`src/rtl/core/llds_pkg.sv`:
```
// ----------------------------------------------------------------------------
// llds_pkg
// Shared types and constants for the least loaded device selector.
// ----------------------------------------------------------------------------
package llds_pkg;

  localparam int NUM_DEVICES_DEF = 16;
  localparam int COUNT_WIDTH_DEF = 16;

  localparam int CMD_W     = 2;
  localparam int IDX_W     = 4;
  localparam int MASK_W    = 16;
  localparam int ERR_W     = 2;
  localparam int OUT_CNT_W = 16;

  localparam logic [CMD_W-1:0] CMD_ATTACH = 2'd0;
  localparam logic [CMD_W-1:0] CMD_DETACH = 2'd1;
  localparam logic [CMD_W-1:0] CMD_SELECT = 2'd2;
  localparam logic [CMD_W-1:0] CMD_NONE   = 2'd3;

  localparam logic [ERR_W-1:0] ERR_NONE      = 2'd0;
  localparam logic [ERR_W-1:0] ERR_UNDERFLOW = 2'd1;
  localparam logic [ERR_W-1:0] ERR_OVERFLOW  = 2'd2;

  typedef enum logic [2:0] {
    ST_IDLE,
    ST_FETCH,
    ST_LOAD,
    ST_SCAN,
    ST_DRAIN,
    ST_APPLY
  } state_t;

  typedef struct packed {
    logic rd_en;
    logic wr_en;
  } mem_ctl_t;

endpackage

```
`src/rtl/core/llds_count_mem.sv`:
```
// ----------------------------------------------------------------------------
// llds_count_mem
// Counter memory with one read and one write port, registered read data and
// per-entry valid bits so that never-written entries read as zero.
// ----------------------------------------------------------------------------
module llds_count_mem #(
  parameter int DEPTH   = llds_pkg::NUM_DEVICES_DEF,
  parameter int WIDTH   = llds_pkg::COUNT_WIDTH_DEF,
  parameter int ADDR_W  = (DEPTH > 1) ? $clog2(DEPTH) : 1
) (
  input  logic                 clk,
  input  logic                 rst_n,
  input  llds_pkg::mem_ctl_t   ctl,
  input  logic [ADDR_W-1:0]    rd_addr,
  input  logic [ADDR_W-1:0]    wr_addr,
  input  logic [WIDTH-1:0]     wr_data,
  output logic [WIDTH-1:0]     rd_data
);

  logic [WIDTH-1:0] mem [DEPTH];
  logic [DEPTH-1:0] valid_r;
  logic [WIDTH-1:0] rd_data_r;
  logic             rd_valid_r;

  always_ff @(posedge clk) begin
    if (ctl.wr_en) begin
      mem[wr_addr] <= wr_data;
    end
    if (ctl.rd_en) begin
      rd_data_r <= mem[rd_addr];
    end
  end

  always_ff @(posedge clk) begin
    if (!rst_n) begin
      valid_r    <= '0;
      rd_valid_r <= 1'b0;
    end else begin
      if (ctl.wr_en) begin
        valid_r[wr_addr] <= 1'b1;
      end
      if (ctl.rd_en) begin
        rd_valid_r <= valid_r[rd_addr];
      end
    end
  end

  assign rd_data = rd_valid_r ? rd_data_r : '0;

endmodule

```
`src/rtl/core/least_loaded_device_selector.sv`:
```
// ----------------------------------------------------------------------------
// least_loaded_device_selector
// Per-device resource counters with attach, detach and least-loaded select.
// ----------------------------------------------------------------------------
// channel   ports                                        handshake
// input     in_cmd, in_device_index, in_candidate_mask   start high, busy low
// result    out_selected_device, out_found,              out_valid, one cycle
//           out_error_code, out_new_count
//
// attach/detach: read, load, write back; select: one counter read per cycle
// over min(16, NUM_DEVICES) counters, drain, then write back unless empty;
// unused command or device out of range: result straight from idle
// counters read as zero after reset through per-entry valid bits
// busy is the only stall; the receiver cannot stall, each result shows once and
// a new command may be taken in the out_valid cycle
// ----------------------------------------------------------------------------
module least_loaded_device_selector #(
  parameter int NUM_DEVICES = llds_pkg::NUM_DEVICES_DEF,
  parameter int COUNT_WIDTH = llds_pkg::COUNT_WIDTH_DEF
) (
  input  logic                             clk,
  input  logic                             rst_n,
  input  logic                             start,
  output logic                             busy,
  input  logic [llds_pkg::CMD_W-1:0]       in_cmd,
  input  logic [llds_pkg::IDX_W-1:0]       in_device_index,
  input  logic [llds_pkg::MASK_W-1:0]      in_candidate_mask,
  output logic                             out_valid,
  output logic [llds_pkg::IDX_W-1:0]       out_selected_device,
  output logic                             out_found,
  output logic [llds_pkg::ERR_W-1:0]       out_error_code,
  output logic [llds_pkg::OUT_CNT_W-1:0]   out_new_count
);

  localparam int ADDR_W = (NUM_DEVICES > 1) ? $clog2(NUM_DEVICES) : 1;
  localparam int SCAN_N = (NUM_DEVICES < llds_pkg::MASK_W) ? NUM_DEVICES
                                                           : llds_pkg::MASK_W;
  localparam logic [llds_pkg::IDX_W-1:0] SCAN_LAST = llds_pkg::IDX_W'(SCAN_N - 1);

  llds_pkg::state_t               state_r, state_nxt;
  logic [llds_pkg::CMD_W-1:0]     cmd_r, cmd_nxt;
  logic [llds_pkg::IDX_W-1:0]     dev_r, dev_nxt;
  logic [llds_pkg::MASK_W-1:0]    mask_r, mask_nxt;
  logic [llds_pkg::IDX_W-1:0]     scan_idx_r, scan_idx_nxt;
  logic                           pend_r, pend_nxt;
  logic [llds_pkg::IDX_W-1:0]     pend_idx_r, pend_idx_nxt;
  logic                           have_r, have_nxt;
  logic [llds_pkg::IDX_W-1:0]     best_idx_r, best_idx_nxt;
  logic [COUNT_WIDTH-1:0]         best_cnt_r, best_cnt_nxt;

  logic                           out_valid_r, out_valid_nxt;
  logic [llds_pkg::IDX_W-1:0]     out_dev_r, out_dev_nxt;
  logic                           out_found_r, out_found_nxt;
  logic [llds_pkg::ERR_W-1:0]     out_err_r, out_err_nxt;
  logic [llds_pkg::OUT_CNT_W-1:0] out_cnt_r, out_cnt_nxt;

  llds_pkg::mem_ctl_t             mem_ctl;
  logic [ADDR_W-1:0]              rd_addr;
  logic [ADDR_W-1:0]              wr_addr;
  logic [COUNT_WIDTH-1:0]         wr_data;
  logic [COUNT_WIDTH-1:0]         rd_cnt;

  llds_count_mem #(
    .DEPTH  (NUM_DEVICES),
    .WIDTH  (COUNT_WIDTH),
    .ADDR_W (ADDR_W)
  ) u_count_mem (
    .clk     (clk),
    .rst_n   (rst_n),
    .ctl     (mem_ctl),
    .rd_addr (rd_addr),
    .wr_addr (wr_addr),
    .wr_data (wr_data),
    .rd_data (rd_cnt)
  );

  always_comb begin
    logic [COUNT_WIDTH-1:0]     upd_cnt;
    logic [llds_pkg::ERR_W-1:0] upd_err;

    state_nxt     = state_r;
    cmd_nxt       = cmd_r;
    dev_nxt       = dev_r;
    mask_nxt      = mask_r;
    scan_idx_nxt  = scan_idx_r;
    pend_nxt      = 1'b0;
    pend_idx_nxt  = pend_idx_r;
    have_nxt      = have_r;
    best_idx_nxt  = best_idx_r;
    best_cnt_nxt  = best_cnt_r;
    out_valid_nxt = 1'b0;
    out_dev_nxt   = out_dev_r;
    out_found_nxt = out_found_r;
    out_err_nxt   = out_err_r;
    out_cnt_nxt   = out_cnt_r;
    mem_ctl       = '0;
    rd_addr       = ADDR_W'(scan_idx_r);
    wr_addr       = ADDR_W'(best_idx_r);
    upd_cnt       = best_cnt_r;
    upd_err       = llds_pkg::ERR_NONE;

    // compare the counter that arrived from the scan read
    if (pend_r && mask_r[pend_idx_r] && (!have_r || (rd_cnt < best_cnt_r))) begin
      have_nxt     = 1'b1;
      best_idx_nxt = pend_idx_r;
      best_cnt_nxt = rd_cnt;
    end

    case (state_r)
      llds_pkg::ST_IDLE: begin
        if (start) begin
          cmd_nxt  = in_cmd;
          dev_nxt  = in_device_index;
          mask_nxt = in_candidate_mask;
          case (in_cmd)
            llds_pkg::CMD_ATTACH, llds_pkg::CMD_DETACH: begin
              if (32'(in_device_index) < NUM_DEVICES) begin
                state_nxt = llds_pkg::ST_FETCH;
              end else begin
                out_valid_nxt = 1'b1;
                out_dev_nxt   = in_device_index;
                out_found_nxt = 1'b0;
                out_err_nxt   = llds_pkg::ERR_NONE;
                out_cnt_nxt   = '0;
              end
            end
            llds_pkg::CMD_SELECT: begin
              have_nxt     = 1'b0;
              scan_idx_nxt = '0;
              state_nxt    = llds_pkg::ST_SCAN;
            end
            default: begin
              out_valid_nxt = 1'b1;
              out_dev_nxt   = '0;
              out_found_nxt = 1'b0;
              out_err_nxt   = llds_pkg::ERR_NONE;
              out_cnt_nxt   = '0;
            end
          endcase
        end
      end
      llds_pkg::ST_FETCH: begin
        mem_ctl.rd_en = 1'b1;
        rd_addr       = ADDR_W'(dev_r);
        state_nxt     = llds_pkg::ST_LOAD;
      end
      llds_pkg::ST_LOAD: begin
        best_cnt_nxt = rd_cnt;
        best_idx_nxt = dev_r;
        state_nxt    = llds_pkg::ST_APPLY;
      end
      llds_pkg::ST_SCAN: begin
        mem_ctl.rd_en = 1'b1;
        pend_nxt      = 1'b1;
        pend_idx_nxt  = scan_idx_r;
        if (scan_idx_r == SCAN_LAST) begin
          state_nxt = llds_pkg::ST_DRAIN;
        end else begin
          scan_idx_nxt = scan_idx_r + 1'b1;
        end
      end
      llds_pkg::ST_DRAIN: begin
        if (have_nxt) begin
          state_nxt = llds_pkg::ST_APPLY;
        end else begin
          out_valid_nxt = 1'b1;
          out_dev_nxt   = '0;
          out_found_nxt = 1'b0;
          out_err_nxt   = llds_pkg::ERR_NONE;
          out_cnt_nxt   = '0;
          state_nxt     = llds_pkg::ST_IDLE;
        end
      end
      llds_pkg::ST_APPLY: begin
        if (cmd_r == llds_pkg::CMD_DETACH) begin
          if (best_cnt_r == '0) begin
            upd_err = llds_pkg::ERR_UNDERFLOW;
          end else begin
            upd_cnt = best_cnt_r - 1'b1;
          end
        end else begin
          if (&best_cnt_r) begin
            upd_err = llds_pkg::ERR_OVERFLOW;
          end else begin
            upd_cnt = best_cnt_r + 1'b1;
          end
        end
        mem_ctl.wr_en = 1'b1;
        out_valid_nxt = 1'b1;
        out_dev_nxt   = best_idx_r;
        out_found_nxt = 1'b1;
        out_err_nxt   = upd_err;
        out_cnt_nxt   = llds_pkg::OUT_CNT_W'(upd_cnt);
        state_nxt     = llds_pkg::ST_IDLE;
      end
      default: begin
        state_nxt = llds_pkg::ST_IDLE;
      end
    endcase

    wr_data = upd_cnt;
  end

  always_ff @(posedge clk) begin
    if (!rst_n) begin
      state_r     <= llds_pkg::ST_IDLE;
      pend_r      <= 1'b0;
      have_r      <= 1'b0;
      out_valid_r <= 1'b0;
    end else begin
      state_r     <= state_nxt;
      pend_r      <= pend_nxt;
      have_r      <= have_nxt;
      out_valid_r <= out_valid_nxt;
    end
  end

  always_ff @(posedge clk) begin
    cmd_r       <= cmd_nxt;
    dev_r       <= dev_nxt;
    mask_r      <= mask_nxt;
    scan_idx_r  <= scan_idx_nxt;
    pend_idx_r  <= pend_idx_nxt;
    best_idx_r  <= best_idx_nxt;
    best_cnt_r  <= best_cnt_nxt;
    out_dev_r   <= out_dev_nxt;
    out_found_r <= out_found_nxt;
    out_err_r   <= out_err_nxt;
    out_cnt_r   <= out_cnt_nxt;
  end

  assign busy                = (state_r != llds_pkg::ST_IDLE);
  assign out_valid           = out_valid_r;
  assign out_selected_device = out_dev_r;
  assign out_found           = out_found_r;
  assign out_error_code      = out_err_r;
  assign out_new_count       = out_cnt_r;

endmodule

```
`config.mk`:
```
export PLATFORM = sky130hd
export DESIGN_NAME = least_loaded_device_selector
export DESIGN_NICKNAME = d
export VERILOG_FILES = /design/src/rtl/core/llds_pkg.sv /design/src/rtl/core/llds_count_mem.sv /design/src/rtl/core/least_loaded_device_selector.sv
export SDC_FILE = /design/constraint.sdc
export NUM_CORES = 1
export LEC_CHECK = 0
export BUFFER_PORTS_ARGS = -buffer_cell sky130_fd_sc_hd__buf_2
export CAP_MARGIN = 0
export CORE_MARGIN = 8
export CORE_UTILIZATION = 60
export DETAILED_ROUTE_END_ITERATION = 12
export PLACE_DENSITY = 0.84
export SLEW_MARGIN = 25
export SYNTH_ARGS = -nofsm -noshare
export SYNTH_HDL_FRONTEND = slang
export SYNTH_SLANG_ARGS = --single-unit
export TNS_END_PERCENT = 50
```
`constraint.sdc`:
```
create_clock -name clk -period 8.4 [get_ports clk]
set_input_delay 1.26 -clock clk [delete_from_list [all_inputs] [get_ports clk]]
set_output_delay 1.26 -clock clk [all_outputs]
set_load 0.1 [all_outputs]
```
==> results of run 1 <==
[registers in the layout, indices dropped and copies added, names as in the netlist, 2 cells and up]
name	flops
u_count_mem.mem	256
state_r	3
out_error_code	2
u_count_mem.valid_r	16
pend_idx_r	4
dev_r	4
u_count_mem.rd_data_r	16
cmd_r	2
out_selected_device	4
best_idx_r	4
mask_r	16
scan_idx_r	4
out_new_count	16
best_cnt_r	16
[cells in the final DEF, fill, tap and decap left out, types with 15 or more instances in the layout]
cell type	instances
mux2i_1	15
mux4_2	68
clkbuf_16	37
xnor2_1	17
buf_2	49
ha_1	19
nor2_1	39
a22oi_1	33
edfxtp_1	345
and2_1	24
o21a_1	19
nand2_1	42
inv_1	21
buf_4	28
dfxtp_1	23
[per-layer routing]
layer	GRT usage [%]	part of all wire (%)
met1	28.2	37
met2	36.0	48
met3	5.46	10
met4	9.89	3.9
met5	0	0
[logic make-up after synthesis]
group | count (synthesis) | share of synthesized area (%)
AOI/OAI and AO/OA | 116 | 5.76
xor gates and xnor gates | 24 | 1.39
adders and majority gates | 19 | 1.57
buffers and inverters | 59 | 1.76
DFF | 368 | 71.5
muxes | 91 | 11.7
and+or+nand+nor | 193 | 6.30
[metrics by stage]
stage	area [um2]	utilization (%)
after detailed placement	15900	63.9
after floorplan	15100	-
final	17000	68.3
after global routing	17000	68.3
after CTS	17000	68.2
after global placement	15900	63.7
[path summary, 6_finish.rpt]
kind	to	slack, ns	depth (start not counted)
min	u_count_mem.valid_r[5]	0.47	1
min reg2reg	u_count_mem.valid_r[5]	0.47	1
max	u_count_mem.rd_data_r[2]	4.62	7
max reg2reg	u_count_mem.rd_data_r[2]	4.62	7
[area by class of cell]
type	count	area, um2	share of cell area [%]
sequential	368	10800	63.5
multi-input combinational	443	4200	24.6
clock buffer	44	962	5.64
timing repair buffer	77	455	2.67
tap	330	413	2.42
clock inverter	14	115	0.675
inverter	22	82.6	0.484
[report_power, final]
part           switching (W)  internal (W)  leakage, nW
sequential         0.0000354       0.00207         3.33
combinational       0.000287      0.000157         1.87
clock               0.000624      0.000868        0.528
[critical path: cells and delay by family, from the launching register on]
family                 cells  cell delay [ns]
buffers and inverters      2             1.21
AO/OA/AOI/OAI              1             0.26
flip-flops                 1             0.48
AND/OR/NAND/NOR            2             0.64
multiplexers               2             0.92
==> metrics.md, run 1 <==
| Metric | Value |
|---|---|
| Setup crit start | `state_r[1]` |
| Ports | `50` |
| Syn_nets | `914` |
| Synth top area cells | `edfxtp_1 68%, mux4_2 10%, dfxtp_1 3.0%` |
| Max-Cap Viols | `0` |
| Worst flop-to-flop path startpoint | `state_r[1]` |
| RSZ-0062 raised after global routing | `false` |
| CTS resizes | `0` |
| Max_slew headroom | `31.6%` |
| Fin nets | `991` |
| PortBufs | `49` |
| Root Buffer | `clkbuf_16` |
| Worst VDD drop | `0.148 mV` |
| Post-synthesis sequential area ratio | `71.5%` |
| CP required | `8.65 ns` |
| Core Area | `0.0250 mm2` |
| Pwr per Cell Area | `237 mW/mm2` |
| DRT antenna net count | `0` |
| CP endpoint kind | `flop` |
| Post-Synthesis Cell Area | `0.0151 mm2` |
| Inst Count DP | `1240` |
| First-pass GRT wire length | `51.1 mm` |
| TritonRoute pass-1 iters | `7` |
| Final WL | `33.7 mm` |
| Initial Util | `60.6%` |
| Clock sink total | `368` |
| N_diodes | `0` |
| Vias per cell | `6.54` |
| Largest net degree at the start of global routing | `65` |
| Fin crit share | `45.1%` |
| Commonest cells post-synth | `345 x edfxtp_1, 68 x mux4_2, 55 x nor2_1` |
| Syn-to-layout area delta | `12.7%` |
| Skew-Pair Late Insertion Delay | `0.52 ns` |
| CP peak stage delay | `0.72 ns` |
| GRT Util Overall | `22.2%` |
| Die footprint | `0.0306 mm2` |
| Fillers | `1545` |
| Predominant post-synthesis flop cell | `edfxtp_1` |
| Top-count cell post-synth | `edfxtp_1` |
| Slowest-stage cell, CP | `buf_4` |
| Worst Max-Slew Pin Slew | `1.03 ns` |
| Initial DRC Count | `1285` |
| Clock Skew | `0.0202 ns` |
| Setup CP Type | `reg2reg` |
| Clock Path Buffers | `3` |
| Fraction of registers with async set/reset | `0%` |
| Vias | `8490` |
| CTS tree | `built` |
| Leak | `5.72 nW` |
| Total negative slack | `0 ns` |
| FF+latch count, synth | `368` |
| Core Rows | `58` |
| Max-slew violations | `0` |
| Synth cell types | `62` |
| Worst min path class | `reg2reg` |
| Hold path startpoint | `u_count_mem.valid_r[5]` |
| Layout Cells excl Fill | `1298` |
| Critical path's most frequent cell | `buf_4` |
| Setup crit start kind | `flop` |
| FMAX | `264 MHz` |
| Post-CTS Hold Buffers | `0` |
| Num CTS Buffers | `35` |
| Final hold violations | `0` |
| Status | `finished clean` |
| Synth warnings | `0` |
| Final worst path period need | `3.78 ns` |
| Post-DP HPWL | `19.3 mm` |
| Overall Power | `0.00404 W` |
| Initial antenna violation count | `0` |
| Synth top area share | `68.5%` |
| Cells after Synth | `870` |
| Vias in the first global route | `8639` |
| GP Congestion | `0.939` |
| Total grt overflow | `0` |
| # H-tree levels | `2` |
| Critical-path cell list | `nor3b_4 -> mux2i_4 -> buf_4 -> buf_4 -> mux4_2 -> a22oi_1 -> nand2_1` |
| WL/cell | `26.0 um` |
| Setup bufs post-CTS | `0` |
| Avg Inst Size Synth | `17.4 um2` |
| Setup WS pre-CTS | `4.65 ns` |
| Hold WS | `0.466 ns` |
| Post-synth EDFFs | `345` |
| Layout cell share with drive strength beyond 1 | `24.3%` |
| Final WS setup | `4.62 ns` |
| # DRC | `0` |
| Die span in x | `175 um` |
| Die Ht | `175 um` |
| CP Max Fanout | `40` |
| Clk pin slew, worst setup/hold paths | `0.07 ns` |
| Critical Path AT | `4.04 ns` |
| Final setup fails | `0` |
| Post-synth top area cell | `edfxtp_1` |
No activity file was read; power rests on OpenSTA's default activity.
==> inputs of run 2 (changes only) <==
- ABC_AREA: not set -> 1
- clock period: 8.4 -> 3.69 ns (I/O delays scaled with it)
==> run 2 against run 1 <==
Against the previous run:
- design area grew 4.6%
- global-route usage grew 1.9 points
- area after synthesis grew 4.6%
- synthesized cell count grew 59%
- critical path type unchanged
- critical endpoint is now best_cnt_r[12]
==> metrics.md, run 2 <==
| Metric | Value |
|---|---|
| Status | `finished clean` |
| Worst Max-Slew Pin Slew | `0.841 ns (-0.185 ns)` |
| Die footprint | `0.0318 mm2 (+4.2%)` |
| Clock Path Buffers | `3 (unchanged)` |
| Critical Path Sink | `best_cnt_r[12]` |
| Post-synth EDFFs | `345 (unchanged)` |
| Fin crit share | `77.3% (+32 points)` |
| Largest net degree at the start of global routing | `137 (+110%)` |
| Post-Synthesis Cell Area | `0.0158 mm2 (+4.6%)` |
| Max_slew headroom | `43.8% (+12 points)` |
| Final setup fails | `0 (unchanged)` |
| Setup CP Type | `reg2reg` |
| FMAX | `350 MHz (+33%)` |
| Pwr per Cell Area | `684 mW/mm2 (+190%)` |
| Skew-Pair Late Insertion Delay | `0.54 ns (+0.02 ns)` |
| Vias in the first global route | `10900 (+26%)` |
| Synth warnings | `0 (unchanged)` |
| Avg Inst Size Synth | `11.4 um2 (-34%)` |
| FF+latch count, synth | `368 (unchanged)` |
| Final WS setup | `0.836 ns (-3.78 ns)` |
| Most frequent cells in the layout | `345 x edfxtp_1, 229 x nor2_1, 178 x nand2_1` |
| N_diodes | `0 (unchanged)` |
| Initial antenna violation count | `0 (unchanged)` |
| Die span in x | `178 um (+2.1%)` |
| First-pass GRT wire length | `58.8 mm (+15%)` |
| Post-DP HPWL | `22.5 mm (+17%)` |
| R2R depth | `14 (+7)` |
| Clock sink total | `368 (unchanged)` |
| Clock Skew | `0.0249 ns (+0.00465 ns)` |
| Worst min path class | `in2reg` |
| Synth top area cells | `edfxtp_1 65%, nor2_1 5.8%, o21ai_0 5.0%` |
| # H-tree levels | `2 (unchanged)` |
| Setup crit start kind | `flop` |
| Commonest cells post-synth | `345 x edfxtp_1, 246 x nor2_1, 178 x nand2_1` |
| Setup crit start | `u_count_mem.rd_valid_r` |
| Core Area | `0.0260 mm2 (+4.1%)` |
| Die Ht | `178 um (+2.1%)` |
| Commonest non-fill, non-tap cell in the layout | `edfxtp_1` |
| DRT antenna net count | `0 (unchanged)` |
| CTS tree | `built` |
| CP endpoint kind | `flop` |
| Leak | `6.67 nW (+17%)` |
| Worst flop-to-flop path startpoint | `u_count_mem.rd_valid_r` |
| Post-CTS Hold Buffers | `0 (unchanged)` |
| Total grt overflow | `0 (unchanged)` |
| CP required | `3.85 ns (-4.80 ns)` |
| Setup WS pre-CTS | `0.708 ns (-3.94 ns)` |
| Root Buffer | `clkbuf_16` |
| Critical Path AT | `3.01 ns (-1.03 ns)` |
| Largest register by flop count | `u_count_mem.mem` |
| Max-slew violations | `0 (unchanged)` |
| Final WL | `38.7 mm (+15%)` |
| Syn-to-layout area delta | `12.7% (about the same)` |
| Top-count cell post-synth | `edfxtp_1` |
| Clk pin slew, worst setup/hold paths | `0.06 ns (about the same)` |
| CTS resizes | `0 (unchanged)` |
| Capturing point of the worst reg2reg path | `best_cnt_r[12]` |
| # DRC | `0 (unchanged)` |
| Fin nets | `1492 (+51%)` |
| Initial DRC Count | `1532 (+19%)` |
| Post-synth top area cell | `edfxtp_1` |
| Total negative slack | `0 ns (unchanged)` |
| Predominant post-synthesis flop cell | `edfxtp_1` |
| PortBufs | `49 (unchanged)` |
| Final worst path period need | `2.85 ns (-0.931 ns)` |
| Flop2flop setup slack | `0.84 ns (-3.78 ns)` |
| Num CTS Buffers | `37 (+5.7%)` |
| GP Congestion | `0.942 (+0.34%)` |
| RSZ-0062 raised after global routing | `false` |
| Post-synthesis sequential area ratio | `68.4% (-3.1 points)` |
| Max-Cap Viols | `0 (unchanged)` |
| Syn_nets | `1429 (+56%)` |
| Synth top area share | `65.5% (-3.0 points)` |
| GRT Util Overall | `24.1% (+1.9 points)` |
| Worst VDD drop | `0.744 mV (+400%)` |
| Fraction of registers with async set/reset | `0% (unchanged)` |
| Ports | `50 (unchanged)` |
| Synth cell types | `40 (-35%)` |
| WL/cell | `21.3 um (-18%)` |
| TritonRoute pass-1 iters | `6 (-1)` |
| Layout cell share with drive strength beyond 1 | `12.9% (-11 points)` |
| Vias | `11200 (+32%)` |
| CP Max Fanout | `20 (-50%)` |
| Vias per cell | `6.18 (-5.5%)` |
| Cells after Synth | `1385 (+59%)` |
| Core Rows | `59 (+1.7%)` |
| Setup bufs post-CTS | `0 (unchanged)` |
| Max FFs per register | `256 (unchanged)` |
| Initial Util | `60.9% (+0.30 points)` |
| Final hold violations | `0 (unchanged)` |
| Overall Power | `0.0122 W (+200%)` |
[run 2: changes by cell type after synthesis, sizes merged, moves of 24 or more]
cell / delta
nand3: +46
and2: -24
o211ai: +38
inv: +87
nor2: +193
mux4: -68
o21ai: +175
a22oi: -32
nand2: +141
[run 2: cells by family (layout without fill, tap and decap cells)]
| logic type | Yosys count | count (layout) | synth area share [%] |
|---|---|---|---|
| simple gates | 511 | 511 | 13.3 |
| compound gates | 283 | 283 | 10.6 |
| buf+inv | 180 | 271 | 4.87 |
| xor+xnor | 24 | 24 | 1.33 |
| fa+ha+maj | 19 | 19 | 1.50 |
| flops | 368 | 368 | 68.4 |
[run 2: metal layers]
metal  vias to the layer above  wire, um  track usage, %  part of all wire, %
met4                         0      1540            10.4                  4.0
met3                       140      4360            4.85                   11
met1                      5339     13800            29.7                   36
met5                         -         0               0                    0
met2                       711     18900            40.7                   49
li1                       5006         -               -                    -
[run 2: cell type report]
cell class | instances | area, um2
Sequential cell | 368 | 10800
Tap cell | 335 | 419
Inverter | 112 | 420
Timing Repair Buffer | 92 | 606
Clock buffer | 40 | 937
Fill cell | 1696 | 8150
Multi-Input combinational cell | 837 | 4300
Clock inverter | 27 | 328
[run 2: power by group]
group          total [W]  switching (W)  internal, W
Sequential       0.00516       0.000144      0.00501
Combinational    0.00317        0.00240     0.000776
Clock            0.00387        0.00158      0.00228
[run 2: critical path: stages, from the launching register on]
cell      delay, ns
dfxtp_1        0.69
nand2_1        0.10
inv_1          0.10
ha_1           0.22
inv_1          0.06
a21oi_1        0.04
o211ai_1       0.17
nand2_1        0.08
nand2_1        0.07
nand2_1        0.05
nand2_1        0.07
nand2_1        0.09
nand2_1        0.07
nand2_1        0.04
nand2_1        0.60
[run 2: worst min-delay path by stage]
stage	startpoint	end	cells past startpoint
finish	in_device_index[0]	dev_r[0]	1
global route	in_candidate_mask[1]	mask_r[1]	1
CTS	in_candidate_mask[1]	mask_r[1]	1
detailed placement	u_count_mem.valid_r[6]	u_count_mem.valid_r[6]	2
global placement	u_count_mem.valid_r[5]	u_count_mem.valid_r[5]	2
floorplan	u_count_mem.valid_r[4]	u_count_mem.valid_r[4]	2
[run 2: per-stage QoR]
step	cell area [um2]	instances	hold WS [ns]	utilization, %
floorplan	15800	1385	0.440	-
global placement	16500	1743	0.449	63.7
detailed placement	16500	1743	0.458	63.7
CTS	17800	1810	0.176	68.5
global route	17800	1811	0.173	68.6
finish	17800	1811	0.184	68.6
==> inputs of run 3 (changes only) <==
- clock period: 3.69 -> 2.9 ns (I/O delays scaled with it)
==> run 3 against run 2 <==
Against the previous run:
- highest routed layer unchanged
- clock power increased by 20%
- sequential power increased by 27%
- critical endpoint is now best_cnt_r[15]
- design area increased by 1.1%
- non-clock buffer count increased by 29
- largest power group unchanged
- critical path depth increased by 1
==> metrics.md, run 3 (synthesis gave the netlist of run 2 again) <==
| Metric | Value |
|---|---|
| Final WL | `38.4 mm (-0.78%)` |
| # DRC | `0 (unchanged)` |
| Worst flop-to-flop path startpoint | `u_count_mem.rd_valid_r` |
| RSZ-0062 raised after global routing | `false` |
| Worst min path class | `in2reg` |
| Worst Max-Slew Pin Slew | `0.753 ns (-0.0884 ns)` |
| CP peak stage delay | `0.68 ns (about the same)` |
| Largest register by flop count | `u_count_mem.mem` |
| Max-Cap Viols | `0 (unchanged)` |
| GP Congestion | `0.911 (-3.3%)` |
| Largest net degree at the start of global routing | `75 (-45%)` |
| Final setup fails | `0 (unchanged)` |
| Post-route cell area | `0.0180 mm2 (+1.1%)` |
| Skew-Pair Late Insertion Delay | `0.53 ns (about the same)` |
| Num CTS Buffers | `37 (unchanged)` |
| Final hold violations | `0 (unchanged)` |
| Clock Path Buffers | `3 (unchanged)` |
| Initial antenna violation count | `0 (unchanged)` |
| Final worst path period need | `2.65 ns (-0.205 ns)` |
| Critical Path AT | `2.85 ns (-0.16 ns)` |
| Fin crit share | `91.3% (+14 points)` |
| CP endpoint kind | `flop` |
| Max-slew violations | `0 (unchanged)` |
| Die span in x | `178 um (unchanged)` |
| TritonRoute pass-1 iters | `6 (unchanged)` |
| Worst Hold Path EP | `dev_r[3]` |
| Syn-to-layout area delta | `13.9%` |
| Post-CTS Hold Buffers | `0 (unchanged)` |
| WL/cell | `20.9 um (-2.2%)` |
| Setup bufs post-CTS | `0 (unchanged)` |
| Register share of total power | `42.5% (+0.2 points)` |
| CTS tree | `built` |
| Capturing point of the worst reg2reg path | `best_cnt_r[15]` |
| Met2 Wirelength | `18.2 mm (-3.8%)` |
| Setup crit start kind | `flop` |
| Layout cell share with drive strength beyond 1 | `14.4% (+1.4 points)` |
| Pwr per Cell Area | `852 mW/mm2 (+25%)` |
| First-pass GRT wire length | `59.1 mm (+0.49%)` |
| Status | `finished clean` |
| FMAX | `378 MHz (+7.7%)` |
| Clock sink total | `368 (unchanged)` |
| DRT antenna net count | `0 (unchanged)` |
| P_int | `0.0102 W (+26%)` |
| Initial Util | `60.9% (unchanged)` |
| Post-Route M1 WL | `14.1 mm (+1.7%)` |
| Vias | `11200 (+0.38%)` |
| Die footprint | `0.0318 mm2 (unchanged)` |
| Leak | `6.79 nW (+1.7%)` |
| Die Ht | `178 um (unchanged)` |
| Psw | `0.00519 W (+26%)` |
| Initial DRC Count | `1438 (-6.1%)` |
| Root Buffer | `clkbuf_16` |
| Total grt overflow | `0 (unchanged)` |
| Vias in the first global route | `11100 (+2.0%)` |
| Metal3 WL | `4.30 mm (-1.3%)` |
| Critical-path cell list | `nand2_1 -> inv_1 -> ha_1 -> inv_1 -> a21oi_1 -> o211ai_1 -> nand2_1 -> nand2_1 -> nand2_1 -> nand2_1 -> nand2_1 -> nand2_1 -> nand2_1 -> nand2_1 -> buf_4` |
| Post-DP Area | `0.0168 mm2 (+1.8%)` |
| Clk pin slew, worst setup/hold paths | `0.06 ns (about the same)` |
| PortBufs | `49 (unchanged)` |
| Setup CP Type | `reg2reg` |
| Clock Skew | `0.0208 ns (-0.00411 ns)` |
| Worst VDD drop | `0.690 mV (-7.3%)` |
| Critical path's most frequent cell | `nand2_1` |
| Ports | `50 (unchanged)` |
| Core Rows | `59 (unchanged)` |
| Switching portion of total power | `33.8% (about the same)` |
| Hold path startpoint | `in_device_index[3]` |
| Post-DP HPWL | `23.2 mm (+3.0%)` |
| CTS resizes | `0 (unchanged)` |
| Vias per cell | `6.12 (-1.0%)` |
| Slowest-stage cell, CP | `dfxtp_1` |
| N_diodes | `0 (unchanged)` |
| CP required | `3.10 ns (-0.75 ns)` |
| Flop2flop setup slack | `0.25 ns (-0.58 ns)` |
| Most frequent cells in the layout | `345 x edfxtp_1, 229 x nor2_1, 178 x nand2_1` |
| Hold-critical path depth | `1 (unchanged)` |
| Uppermost layer routed | `met4` |
| Total negative slack | `0 ns (unchanged)` |
| R2R depth | `15 (+1)` |
| Comb pwr share | `27.1% (+1.1 points)` |
| GRT Util Overall | `24.0% (-0.066 points)` |
| Fin nets | `1521 (+1.9%)` |
| CP Max Fanout | `17 (-15%)` |
| Clock Power Share | `30.3% (-1.4 points)` |
| Commonest non-fill, non-tap cell in the layout | `edfxtp_1` |
| # H-tree levels | `2 (unchanged)` |
| Fillers | `1648 (-2.8%)` |
| Max_slew headroom | `49.8% (+6.0 points)` |
| Core Area | `0.0260 mm2 (unchanged)` |
| Max FFs per register | `256 (unchanged)` |
==> run 3: cell types whose count changed in the layout (fill, tap and decap cells not counted), moves of 2 or more <==
cell       change
o21ai_2        -2
bufinv_16      -3
clkinv_1       -5
clkbuf_16      +2
clkbuf_1       +4
buf_4         +24
buf_12         +6
==> run 3: layer usage <==
metal  track usage (%)  vias up
met5                 0        -
met4              12.8        0
met2              39.0      733
met3              4.85      136
met1              30.0     5313
li1                  -     5056
==> run 3: cell type report <==
cell class / count / area (um2) / area share, %
multi-input combinational: 837 / 4290 / 23.8
sequential: 368 / 10800 / 60.0
timing repair buffer: 121 / 898 / 4.98
clock buffer: 46 / 1000 / 5.56
clock inverter: 18 / 173 / 0.958
tap: 335 / 419 / 2.33
inverter: 112 / 420 / 2.33
==> run 3: worst max-delay path by stage <==
stage / from / end / slack, ns / cells past startpoint
4_1_cts: best_cnt_r[0] / u_count_mem.mem[9][13] / 0.19 / 9
2_1_floorplan: state_r[2] / cmd_r[0] / 0.22 / 5
3_3_place_gp: best_cnt_r[0] / u_count_mem.mem[11][13] / 0.20 / 9
5_1_grt: u_count_mem.rd_valid_r / best_cnt_r[15] / 0.01 / 15
6_report: u_count_mem.rd_valid_r / best_cnt_r[15] / 0.25 / 15
3_5_place_dp: best_cnt_r[0] / u_count_mem.mem[10][13] / 0.22 / 9
==> run 3: metrics by stage <==
step | power, W | worst slack (ns) | instances | util [%] | hold slack (ns)
after detailed placement | 0.0107 | 0.219 | 1773 | 64.8 | 0.462
final | 0.0154 | 0.251 | 1837 | 69.4 | 0.0755
after global placement | 0.0106 | 0.203 | 1773 | 64.8 | 0.451
after CTS | 0.0153 | 0.190 | 1837 | 69.3 | 0.0680
after floorplan | 0.00960 | 0.221 | 1385 | - | 0.440
after global routing | 0.0160 | 0.00976 | 1837 | 69.4 | 0.0671
==> run 3: power groups by stage <==
stage / registers (W) / clock network (W) / logic [W]
global placement: 0.00663 / 0 / 0.00392
detailed placement: 0.00664 / 0 / 0.00405
CTS: 0.00653 / 0.00469 / 0.00413
floorplan: 0.00718 / 0 / 0.00241
global route: 0.00656 / 0.00490 / 0.00450
finish: 0.00653 / 0.00466 / 0.00417
==> run 3: worst max-delay path, delay by kind of cell (launching register included) <==
kind,cells,cell delay [ns]
AO/OA/AOI/OAI,2,0.20
adder cells (fa/ha/maj),1,0.23
flip-flops,1,0.68
buffers and inverters,3,0.44
AND/OR/NAND/NOR,9,0.76
